==> src/rtl/core/amvt_pkg.sv <==
// shared types, constants and fixed-point helpers for the affine vertex transform
// no dependencies; every other file in rtl/core refers to this package by scoped names
package amvt_pkg;

    localparam int FRAC_BITS = 16;
    localparam int WORD_BITS = 32;
    localparam int PROD_W    = 2 * WORD_BITS;
    localparam int RND_W     = PROD_W - FRAC_BITS;
    localparam int ACC_W     = RND_W + 2;

    localparam int Q_DEPTH   = 4;
    localparam int Q_AW      = $clog2(Q_DEPTH);

    // input opcodes
    localparam logic [1:0] OP_IDENT = 2'd0;
    localparam logic [1:0] OP_ROW   = 2'd1;
    localparam logic [1:0] OP_POINT = 2'd2;
    localparam logic [1:0] OP_RSVD  = 2'd3;   // unused, dropped on entry

    localparam logic [1:0] LAST_ROW = 2'd3;

    localparam logic [15:0] IDENT_MASK = 16'b1000_0100_0010_0001;
    localparam logic signed [WORD_BITS-1:0] FIX_ONE = WORD_BITS'(1) << FRAC_BITS;
    localparam logic [PROD_W-1:0] ROUND_HALF = PROD_W'(1) << (FRAC_BITS - 1);
    localparam logic signed [ACC_W-1:0] ACC_MAX = ACC_W'((64'sd1 <<< (WORD_BITS - 1)) - 64'sd1);
    localparam logic signed [ACC_W-1:0] ACC_MIN = -ACC_MAX - ACC_W'(1);

    typedef enum logic [1:0] {
        CMD_IDENT,
        CMD_ROW,
        CMD_COMMIT,
        CMD_POINT
    } t_cmd;

    typedef struct packed {
        t_cmd                        cmd;
        logic [1:0]                  row;
        logic signed [WORD_BITS-1:0] e0;
        logic signed [WORD_BITS-1:0] e1;
        logic signed [WORD_BITS-1:0] e2;
        logic signed [WORD_BITS-1:0] e3;
    } t_item;

    typedef struct packed {
        logic                        clip;
        logic signed [WORD_BITS-1:0] val;
    } t_sat;

    // round half up, then drop the fraction bits (arithmetic)
    function automatic logic signed [RND_W-1:0] mul_rnd(input logic signed [PROD_W-1:0] p);
        logic [PROD_W-1:0] t;
        t = p + ROUND_HALF;
        return $signed(t[PROD_W-1:FRAC_BITS]);
    endfunction

    function automatic t_sat sat_word(input logic signed [ACC_W-1:0] acc);
        t_sat s;
        s.clip = 1'b0;
        s.val  = acc[WORD_BITS-1:0];
        if (acc > ACC_MAX) begin
            s.clip = 1'b1;
            s.val  = ACC_MAX[WORD_BITS-1:0];
        end else if (acc < ACC_MIN) begin
            s.clip = 1'b1;
            s.val  = ACC_MIN[WORD_BITS-1:0];
        end
        return s;
    endfunction

endpackage

==> src/rtl/core/amvt_queue.sv <==
// short command queue between front and back end
// depends on amvt_pkg
module amvt_queue (
    input  logic            i_clk,
    input  logic            i_rst_n,
    input  logic            i_push,
    input  amvt_pkg::t_item i_item,
    output logic            o_full,
    input  logic            i_pop,
    output logic            o_head_vld,
    output amvt_pkg::t_item o_head
);

    amvt_pkg::t_item              r_mem [amvt_pkg::Q_DEPTH];
    logic [amvt_pkg::Q_AW-1:0]    r_wp;
    logic [amvt_pkg::Q_AW-1:0]    r_rp;
    logic [amvt_pkg::Q_AW:0]      r_cnt;
    logic                         do_pop;

    assign o_full     = (r_cnt == (amvt_pkg::Q_AW+1)'(amvt_pkg::Q_DEPTH));
    assign o_head_vld = (r_cnt != '0);
    assign o_head     = r_mem[r_rp];
    assign do_pop     = i_pop && o_head_vld;

    always_ff @(posedge i_clk) begin
        if (!i_rst_n) begin
            r_wp  <= '0;
            r_rp  <= '0;
            r_cnt <= '0;
        end else begin
            if (i_push) begin
                r_mem[r_wp] <= i_item;
                r_wp        <= r_wp + 1'b1;
            end
            if (do_pop) begin
                r_rp <= r_rp + 1'b1;
            end
            r_cnt <= r_cnt + (amvt_pkg::Q_AW+1)'(i_push) - (amvt_pkg::Q_AW+1)'(do_pop);
        end
    end

    a_no_overflow: assert property (@(posedge i_clk) disable iff (!i_rst_n)
        !(i_push && o_full))
        else $error("push into full queue");
    a_cnt_range: assert property (@(posedge i_clk) disable iff (!i_rst_n)
        r_cnt <= (amvt_pkg::Q_AW+1)'(amvt_pkg::Q_DEPTH))
        else $error("queue count out of range");
    a_cnt_track: assert property (@(posedge i_clk) disable iff (!i_rst_n)
        (i_push && !do_pop) |=> (r_cnt == $past(r_cnt) + 1'b1))
        else $error("queue count lost a push");

endmodule

==> config.mk <==
export PLATFORM = sky130hd
export DESIGN_NAME = amvt_queue
export DESIGN_NICKNAME = d
export VERILOG_FILES = /design/src/rtl/core/amvt_pkg.sv /design/src/rtl/core/amvt_queue.sv
export SDC_FILE = /design/constraint.sdc
export NUM_CORES = 1
export LEC_CHECK = 0
export BUFFER_PORTS_ARGS = -buffer_cell sky130_fd_sc_hd__buf_2
export CAP_MARGIN = 20
export CORE_MARGIN = 5
export CORE_UTILIZATION = 50
export DETAILED_ROUTE_END_ITERATION = 7
export PLACE_DENSITY = 0.71
export SYNTH_ARGS = -nofsm -noshare
export SYNTH_HDL_FRONTEND = slang
export SYNTH_SLANG_ARGS = --single-unit
export TNS_END_PERCENT = 100
==> constraint.sdc <==
create_clock -name i_clk -period 7.9 [get_ports i_clk]
set_input_delay 2.37 -clock i_clk [delete_from_list [all_inputs] [get_ports i_clk]]
set_output_delay 2.37 -clock i_clk [all_outputs]
set_load 0.01 [all_outputs]
Word level (Yosys, flattened, before mapping)
Memory sizes are Yosys's and may differ from the RTL's. A register that Yosys moved wholly into a read port is not among the register bits.
Index checks and enable logic that the tools add are counted.

storage, ports and cells
  flip-flop bits (word level) = 7
  memory bits (writable) = 528
  input bits = 136
  output and inout bits = 134
  logic and storage cells = 16
  memories = 1

operators by class
  $add $sub $neg = 4
  equal/unequal tests = 1
  muxes and demuxes = 5
  reduce and logical (&&, ||, !) cells = 2

memory list
  name   words  bits a word  rd ports  clocked after Yosys merged registers in  write ports  line              source
  r_mem  4      132          1         1                                        1            amvt_queue.sv:14  amvt_pkg::t_item r_mem [amvt_pkg::Q_DEPTH];

operators with widths
  cell                                         number
  adder 2 x 1 -> 2 bit, second input constant  2
  2-to-1 mux 2 bit                             2
  adder 3 x 1 -> 3 bit                         1
  equality test 3 bit, second input constant   1
  2-to-1 mux 1 bit                             3
  nonzero test 3 bit                           1
  subtractor 3 x 1 -> 3 bit                    1
  logical AND 1 bit                            1

Logic depth before layout (Yosys ltp)
Gate-level depths: netlist (run 1).

  word-level depth = 4
  depth in mapped cells = 7

Worst setup path before layout (run 1)
No wires, ideal clock.

  path kind = in2reg
  from = in i_rst_n
  to = mem r_mem[0][0] in the netlist's numbering, enable pin
  library setup time = 0.508 ns
  data arrival time = 5.702 ns
  setup slack = 1.690 ns
  cell stages on the path = 2
  path through = clkbuf_1 -> and3_1

on the way
  cells in the longest elaborated chain, start to end = 2

ends and longest elaborated chain
  what                                    line              source
  from (decl)                             amvt_queue.sv:5   input logic i_rst_n,
  2-to-1 mux 1 bit                        amvt_queue.sv:26  if (!i_rst_n) begin
  2-to-1 mux 1 bit (not written as such)  amvt_queue.sv:32  r_mem[r_wp] <= i_item;
  to (decl)                               amvt_queue.sv:14

No other way between the ends.

==> metrics, run 1 <==
status=completed; Routed Antenna Nets=0; Hold Crit Class=register to register; Distinct cells, synth=20; DRC=0; final setup margin=around 2.8 ns; Max Clock Skew=between 0.009 and 0.01 ns; reg2reg setup slack=roughly 5.6 ns; CORE AREA=38600 um2; cell count after synthesis=approximately 740; final hold slack=0.483 ns; GR Overflow Total=0; Clock Path Buffers=3; clock sink total=537; leak pwr=0.00766 uW; most frequent cells in the layout=528 x edfxtp_1, 269 x buf_2, 132 x mux4_2; register area share after synthesis=0.822; RSZ-0062 raised after global routing=no; vias in the first global route=~9000; largest family of logic cells by synthesized area=multiplexers; Yosys reg bits=537; setup TNS=0 ns; Worst path max stage delay=~0.63 ns; Slew @ Worst Pin=approximately 1.0 ns; IO Count=270; WL/cell=~23 um; clock latency on the worst-skew pair=roughly 0.58 ns; crit end category=primary output; crit path kind=register to primary output; area share of the largest cell type after synthesis=0.813; Area growth, synth to finish=18.5%; Inserted Clock Buffers=52; Slowest cell on crit path=dfxtp_4; first-pass GRT wire length=about 57000 um; mux contribution to synthesized area=0.154; top post-synthesis cells by area=edfxtp_1 81%, mux4_2 15%, dfxtp_1 0.92%; Pins Over Slew Limit=0; post-CTS sizing=0; DP HPWL=between 20000 and 25000 um; pin count of the biggest net entering global routing=86; Mapped Avg Cell Area=approximately 27 um2; final wirelength=around 37000 um; DR iter-0 viols=464; delay-heaviest family, CP=buffers and inverters; R2R Path End=r_mem[2][123]; most common cell after layout, fill and taps aside=edfxtp_1; # setup viols final=0; Hold Crit Start=r_rp[1]; Post-Synth XOR/XNOR Area=0.00160; clock root cell=clkbuf_16; Worst-path clk slew=0.06 ns; critical path arrival=2.69 ns; simple-gate share of the synthesized area=0.00455; port buffer count=around 270; crit start category=register; post-CTS setup buffers=0; YS warnings=0; initial antenna violation count=9; Hold Violations, Final=0; Adder-Cell Fraction of Synth Area=0.00487; PD cells=293 nW/um2; syn_nets=879; complex-gate fraction of the synthesized area=0.000898; die area=around 43000 um2; max_slew headroom=0.313; All-Layer GR Usage=0.170; Detailed Routing Iterations Pass 1=4; critical-path cell list=buf_12 > mux4_2 > buf_2; reg2reg start=r_wp[0]; Placer Congestion=approximately 0.71; share of cells above drive strength 1=0.452; Max Fclk=between 150 and 200 MHz; Final period util=0.640; Die Wd=208 um; worst r2r path cells=4; buffers and inverters on the worst path=2; initial core utilization=0.505; H-tree level count=2; area leader, netlist=edfxtp_1; Max VDD drop=192 uV; worst-path fanout max=85; Critical Path Stages=3; Mapped Area=19500 um2; max_cap viols=0; dpl ws=between 3 and 4 ns; DR vias/cell=roughly 5.5; CTS tree=built; Die Height=208 um; via count=8767; Final min period=5.06 ns; WP data required=approximately 5.5 ns; WHS Path Cells=2; Cell Rows=between 70 and 80; Layout Nets=roughly 1200; Hold-fix buffers, CTS=0
[cell type report]
class,count,area [um2]
Sequential cell,537,16000
Fill cell,2723,15500
Multi-Input combinational cell,162,3270
Timing Repair Buffer,276,1470
Clock buffer,65,1370
Tap cell,518,648
Clock inverter,29,299
Inverter,6,22.5
Antenna cell,2,5.00
[per-layer routing]
layer / global-route usage / up-vias / wire length (um)
met1: 0.235 / 4614 / 15100
met3: 0.0535 / 66 / 3050
met4: 0.0479 / 16 / 731
met5: 0 / - / 89
met2: 0.268 / 284 / 17900
li1: - / 3787 / -
[kinds of logic after synthesis]
group	after synthesis
AND/OR/NAND/NOR	15
adder cells (fa/ha/maj)	7
multiplexers	136
XOR/XNOR	2
AO/OA/AOI/OAI	2
buffers and inverters	37
flip-flops	537
[through the flow]
stage	cells	total power, uW	utilization	cell area (um2)
after floorplan	736	4070	-	19500
after global placement	1499	4440	0.555	21500
after detailed placement	1499	4450	0.555	21500
after CTS	1593	6880	0.598	23100
after global routing	1593	7060	0.598	23100
final	1595	6780	0.598	23100
[power by group]
group / switching (uW) / internal (uW)
clock: 998 / 1420
combinational: 524 / 540
sequential: 68.8 / 3220
total: 1590 / 5190
[worst max-delay path by stage]
stage                     slack, ns      from     endpoint
final                          2.84  register  o_head[122]
after global routing           2.57  register  o_head[122]
after CTS                      2.73  register   o_head[74]
after detailed placement       3.37  register  o_head[122]
after global placement         3.38  register  o_head[122]
after floorplan                1.69   i_rst_n  r_mem[0][0]
[synth_stat cells, drive strengths merged]
cell	instances
nand2	2
clkbuf	6
fa	1
mux2i	4
dfxtp	9
edfxtp	528
o31a	1
mux4	132
buf	25
and2	4
and3	5
xor2	1
nor2b	1
nand2b	2
ha	6
o311ai	1
or3	1
xnor3	1
inv	6
[registers in the layout, summed over array words and instances, names as in the netlist, named ones only]
register and count:
r_rp 2, r_wp 2, r_cnt 3, r_mem 528
[worst register-to-register path, cell delays in order (launching register included)]
cell	delay [ns]
dfxtp_1	0.35
inv_1	0.10
ha_1	0.15
and3_4	0.82
buf_12	0.44
(Power assumes the default switching activity.)
==> run 2, diff against run 1 <==
clock period = 4.8 ns   (was 7.9 ns; I/O delays follow)
==> run 2 against run 1 <==
Routed wire length decreased by 0.71%. Combinational power increased by 71%. Critical path depth unchanged. Register-to-register slack got worse by 2.8 ns. First-iteration DRC count increased by 9.7%. Non-clock buffer count increased by 9. Via count decreased by 0.78%. Sequential share of layout area decreased by 0.52 points. Setup slack got worse by 1.9 ns. Clock-buffer cell count increased by 4. Critical path type unchanged.
==> metrics, run 2 (synthesized netlist as in run 1, its figures left out) <==
vias in the first global route=9276 (+0.52%); crit path kind=register to primary output; Layout Nets=1189 (+0.93%); CORE AREA=38600 um2 (unchanged); biggest regs=r_mem (528), r_cnt (3); max_slew headroom=0.444 (+0.130); Max Fclk=260 MHz; Cell Rows=72 (unchanged); power share of the clock group=0.360 (+0.003); Fillers=2662 (-2.2%); Clock Path Buffers=3 (unchanged); CTS tree=built; crit start category=register; delay-heaviest family, CP=buffers and inverters; dpl ws=1.49 ns (-1.88 ns); clock root cell=clkbuf_16; Detailed Routing Iterations Pass 1=5 (+1); final setup margin=0.947 ns (-1.89 ns); post-CTS setup buffers=0 (unchanged); GR Overflow Total=0 (unchanged); most common cell after layout, fill and taps aside=edfxtp_1; Logic pwr share=0.161 (+0.004); PD cells=482 nW/um2 (+64%); Slowest cell on crit path=buf_4; initial core utilization=0.505 (unchanged); status=completed; WL/cell=22.8 um (-1.6%); Hold-fix buffers, CTS=0 (unchanged); pin count of the biggest net entering global routing=56 (-35%); max reg flops=528 (unchanged); Hold Violations, Final=0 (unchanged); # setup viols final=0 (unchanged); post-CTS sizing=0 (unchanged); setup TNS=0 ns (unchanged); Pins Over Slew Limit=0 (unchanged); DP HPWL=22200 um (+1.4%); Routed Antenna Nets=0 (unchanged); internal cell power=8640 uW (+66%); Max Clock Skew=0.0103 ns (+0.000574 ns); Slew @ Worst Pin=0.835 ns (-0.195 ns); Die Wd=208 um (unchanged); DR vias/cell=5.41 (-1.6%); leak pwr=0.00775 uW (+1.2%); sequential share of power=0.479 (-0.007); Switch Pwr=2600 uW (+63%); H-tree level count=2 (unchanged); Max VDD drop=343 uV (+79%); IO Count=270 (unchanged); port buffer count=269 (unchanged); Worst path max stage delay=0.66 ns (+0.03 ns); worst-path fanout max=41 (-52%); Final period util=0.803; All-Layer GR Usage=0.171 (+0.000948); clock latency on the worst-skew pair=0.57 ns (about the same); Final min period=a little under 4 ns; sw frac=0.231 (-0.00325); buffers and inverters on the worst path=2 (unchanged); placed cell count=1508 (+0.60%); Die Height=208 um (unchanged); Most flops, register=r_mem; die area=43100 um2 (unchanged); critical path arrival=2.41 ns (-0.28 ns); Placer Congestion=0.718 (+1.7%); Inserted Clock Buffers=54 (+3.8%); WP data required=3.36 ns (-2.17 ns); most frequent cells in the layout=528 x edfxtp_1, 269 x buf_2, 132 x mux4_2; RSZ-0062 raised after global routing=no; via count=8699 (-0.78%); critical-path cell list=buf_4 > mux4_2 > buf_2; clock sink total=537 (unchanged); initial antenna violation count=9 (unchanged); DRC=0 (unchanged); final wirelength=36600 um (-0.71%); DR iter-0 viols=509 (+9.7%); share of cells above drive strength 1=0.457 (+0.00513); Worst-path clk slew=0.06 ns (about the same); Hold Crit Class=register to register; first-pass GRT wire length=56900 um (+0.52%); max_cap viols=0 (unchanged); crit end category=primary output; Area growth, synth to finish=19.4%; Final Non-Filler Cells=1609 (+0.88%)
==> run 2: per-stage QoR <==
step                      power, uW  hold slack [ns]  instance area, um2  utilization
after CTS                     11400            0.503               23300        0.603
after global placement         7320            0.453               21600        0.558
after floorplan                6690            0.449               19500            -
final                         11200            0.496               23300        0.603
after global routing          11700            0.545               23300        0.603
after detailed placement       7340            0.492               21600        0.558
==> run 2: worst min-delay path: stages (launching register included) <==
cell,delay (ns)
dfxtp_1,0.31
nand2_1,0.07
mux2i_1,0.08
==> run 2: layout make-up <==
cell class,instances,area (um2),share of cell area
antenna,4,10.0,0.000430
clock buffer,69,1470,0.0631
clock inverter,28,264,0.0113
inverter,6,22.5,0.000966
multi-input combinational,162,3270,0.140
sequential,537,16000,0.688
tap,518,648,0.0278
timing repair buffer,285,1580,0.0678
==> run 2: metal layers <==
metal,vias to the layer above,part of all wire,GRT usage
li1,3819,-,-
met1,4519,0.41,0.240
met2,285,0.49,0.263
met3,64,0.083,0.0549
met4,12,0.017,0.0502
met5,-,0.0019,0
==> run 2: power by group through the flow <==
stage | Combinational, uW | Sequential (uW) | Clock (uW)
after floorplan | 1250 | 5440 | 0
after global placement | 1850 | 5470 | 0
after detailed placement | 1860 | 5480 | 0
after CTS | 1870 | 5380 | 4160
after global routing | 1980 | 5390 | 4360
final | 1810 | 5380 | 4040
==> run 2: path summary, 6_finish.rpt <==
kind / start / to / slack, ns / cells after the start
worst min register to register: r_rp[1] / register / 0.50 / 2
worst max-delay path: register / o_head[5] / 0.95 / 3
worst max register to register: r_wp[0] / r_mem[2][65] / 2.75 / 4
worst min-delay path: r_rp[1] / register / 0.50 / 2
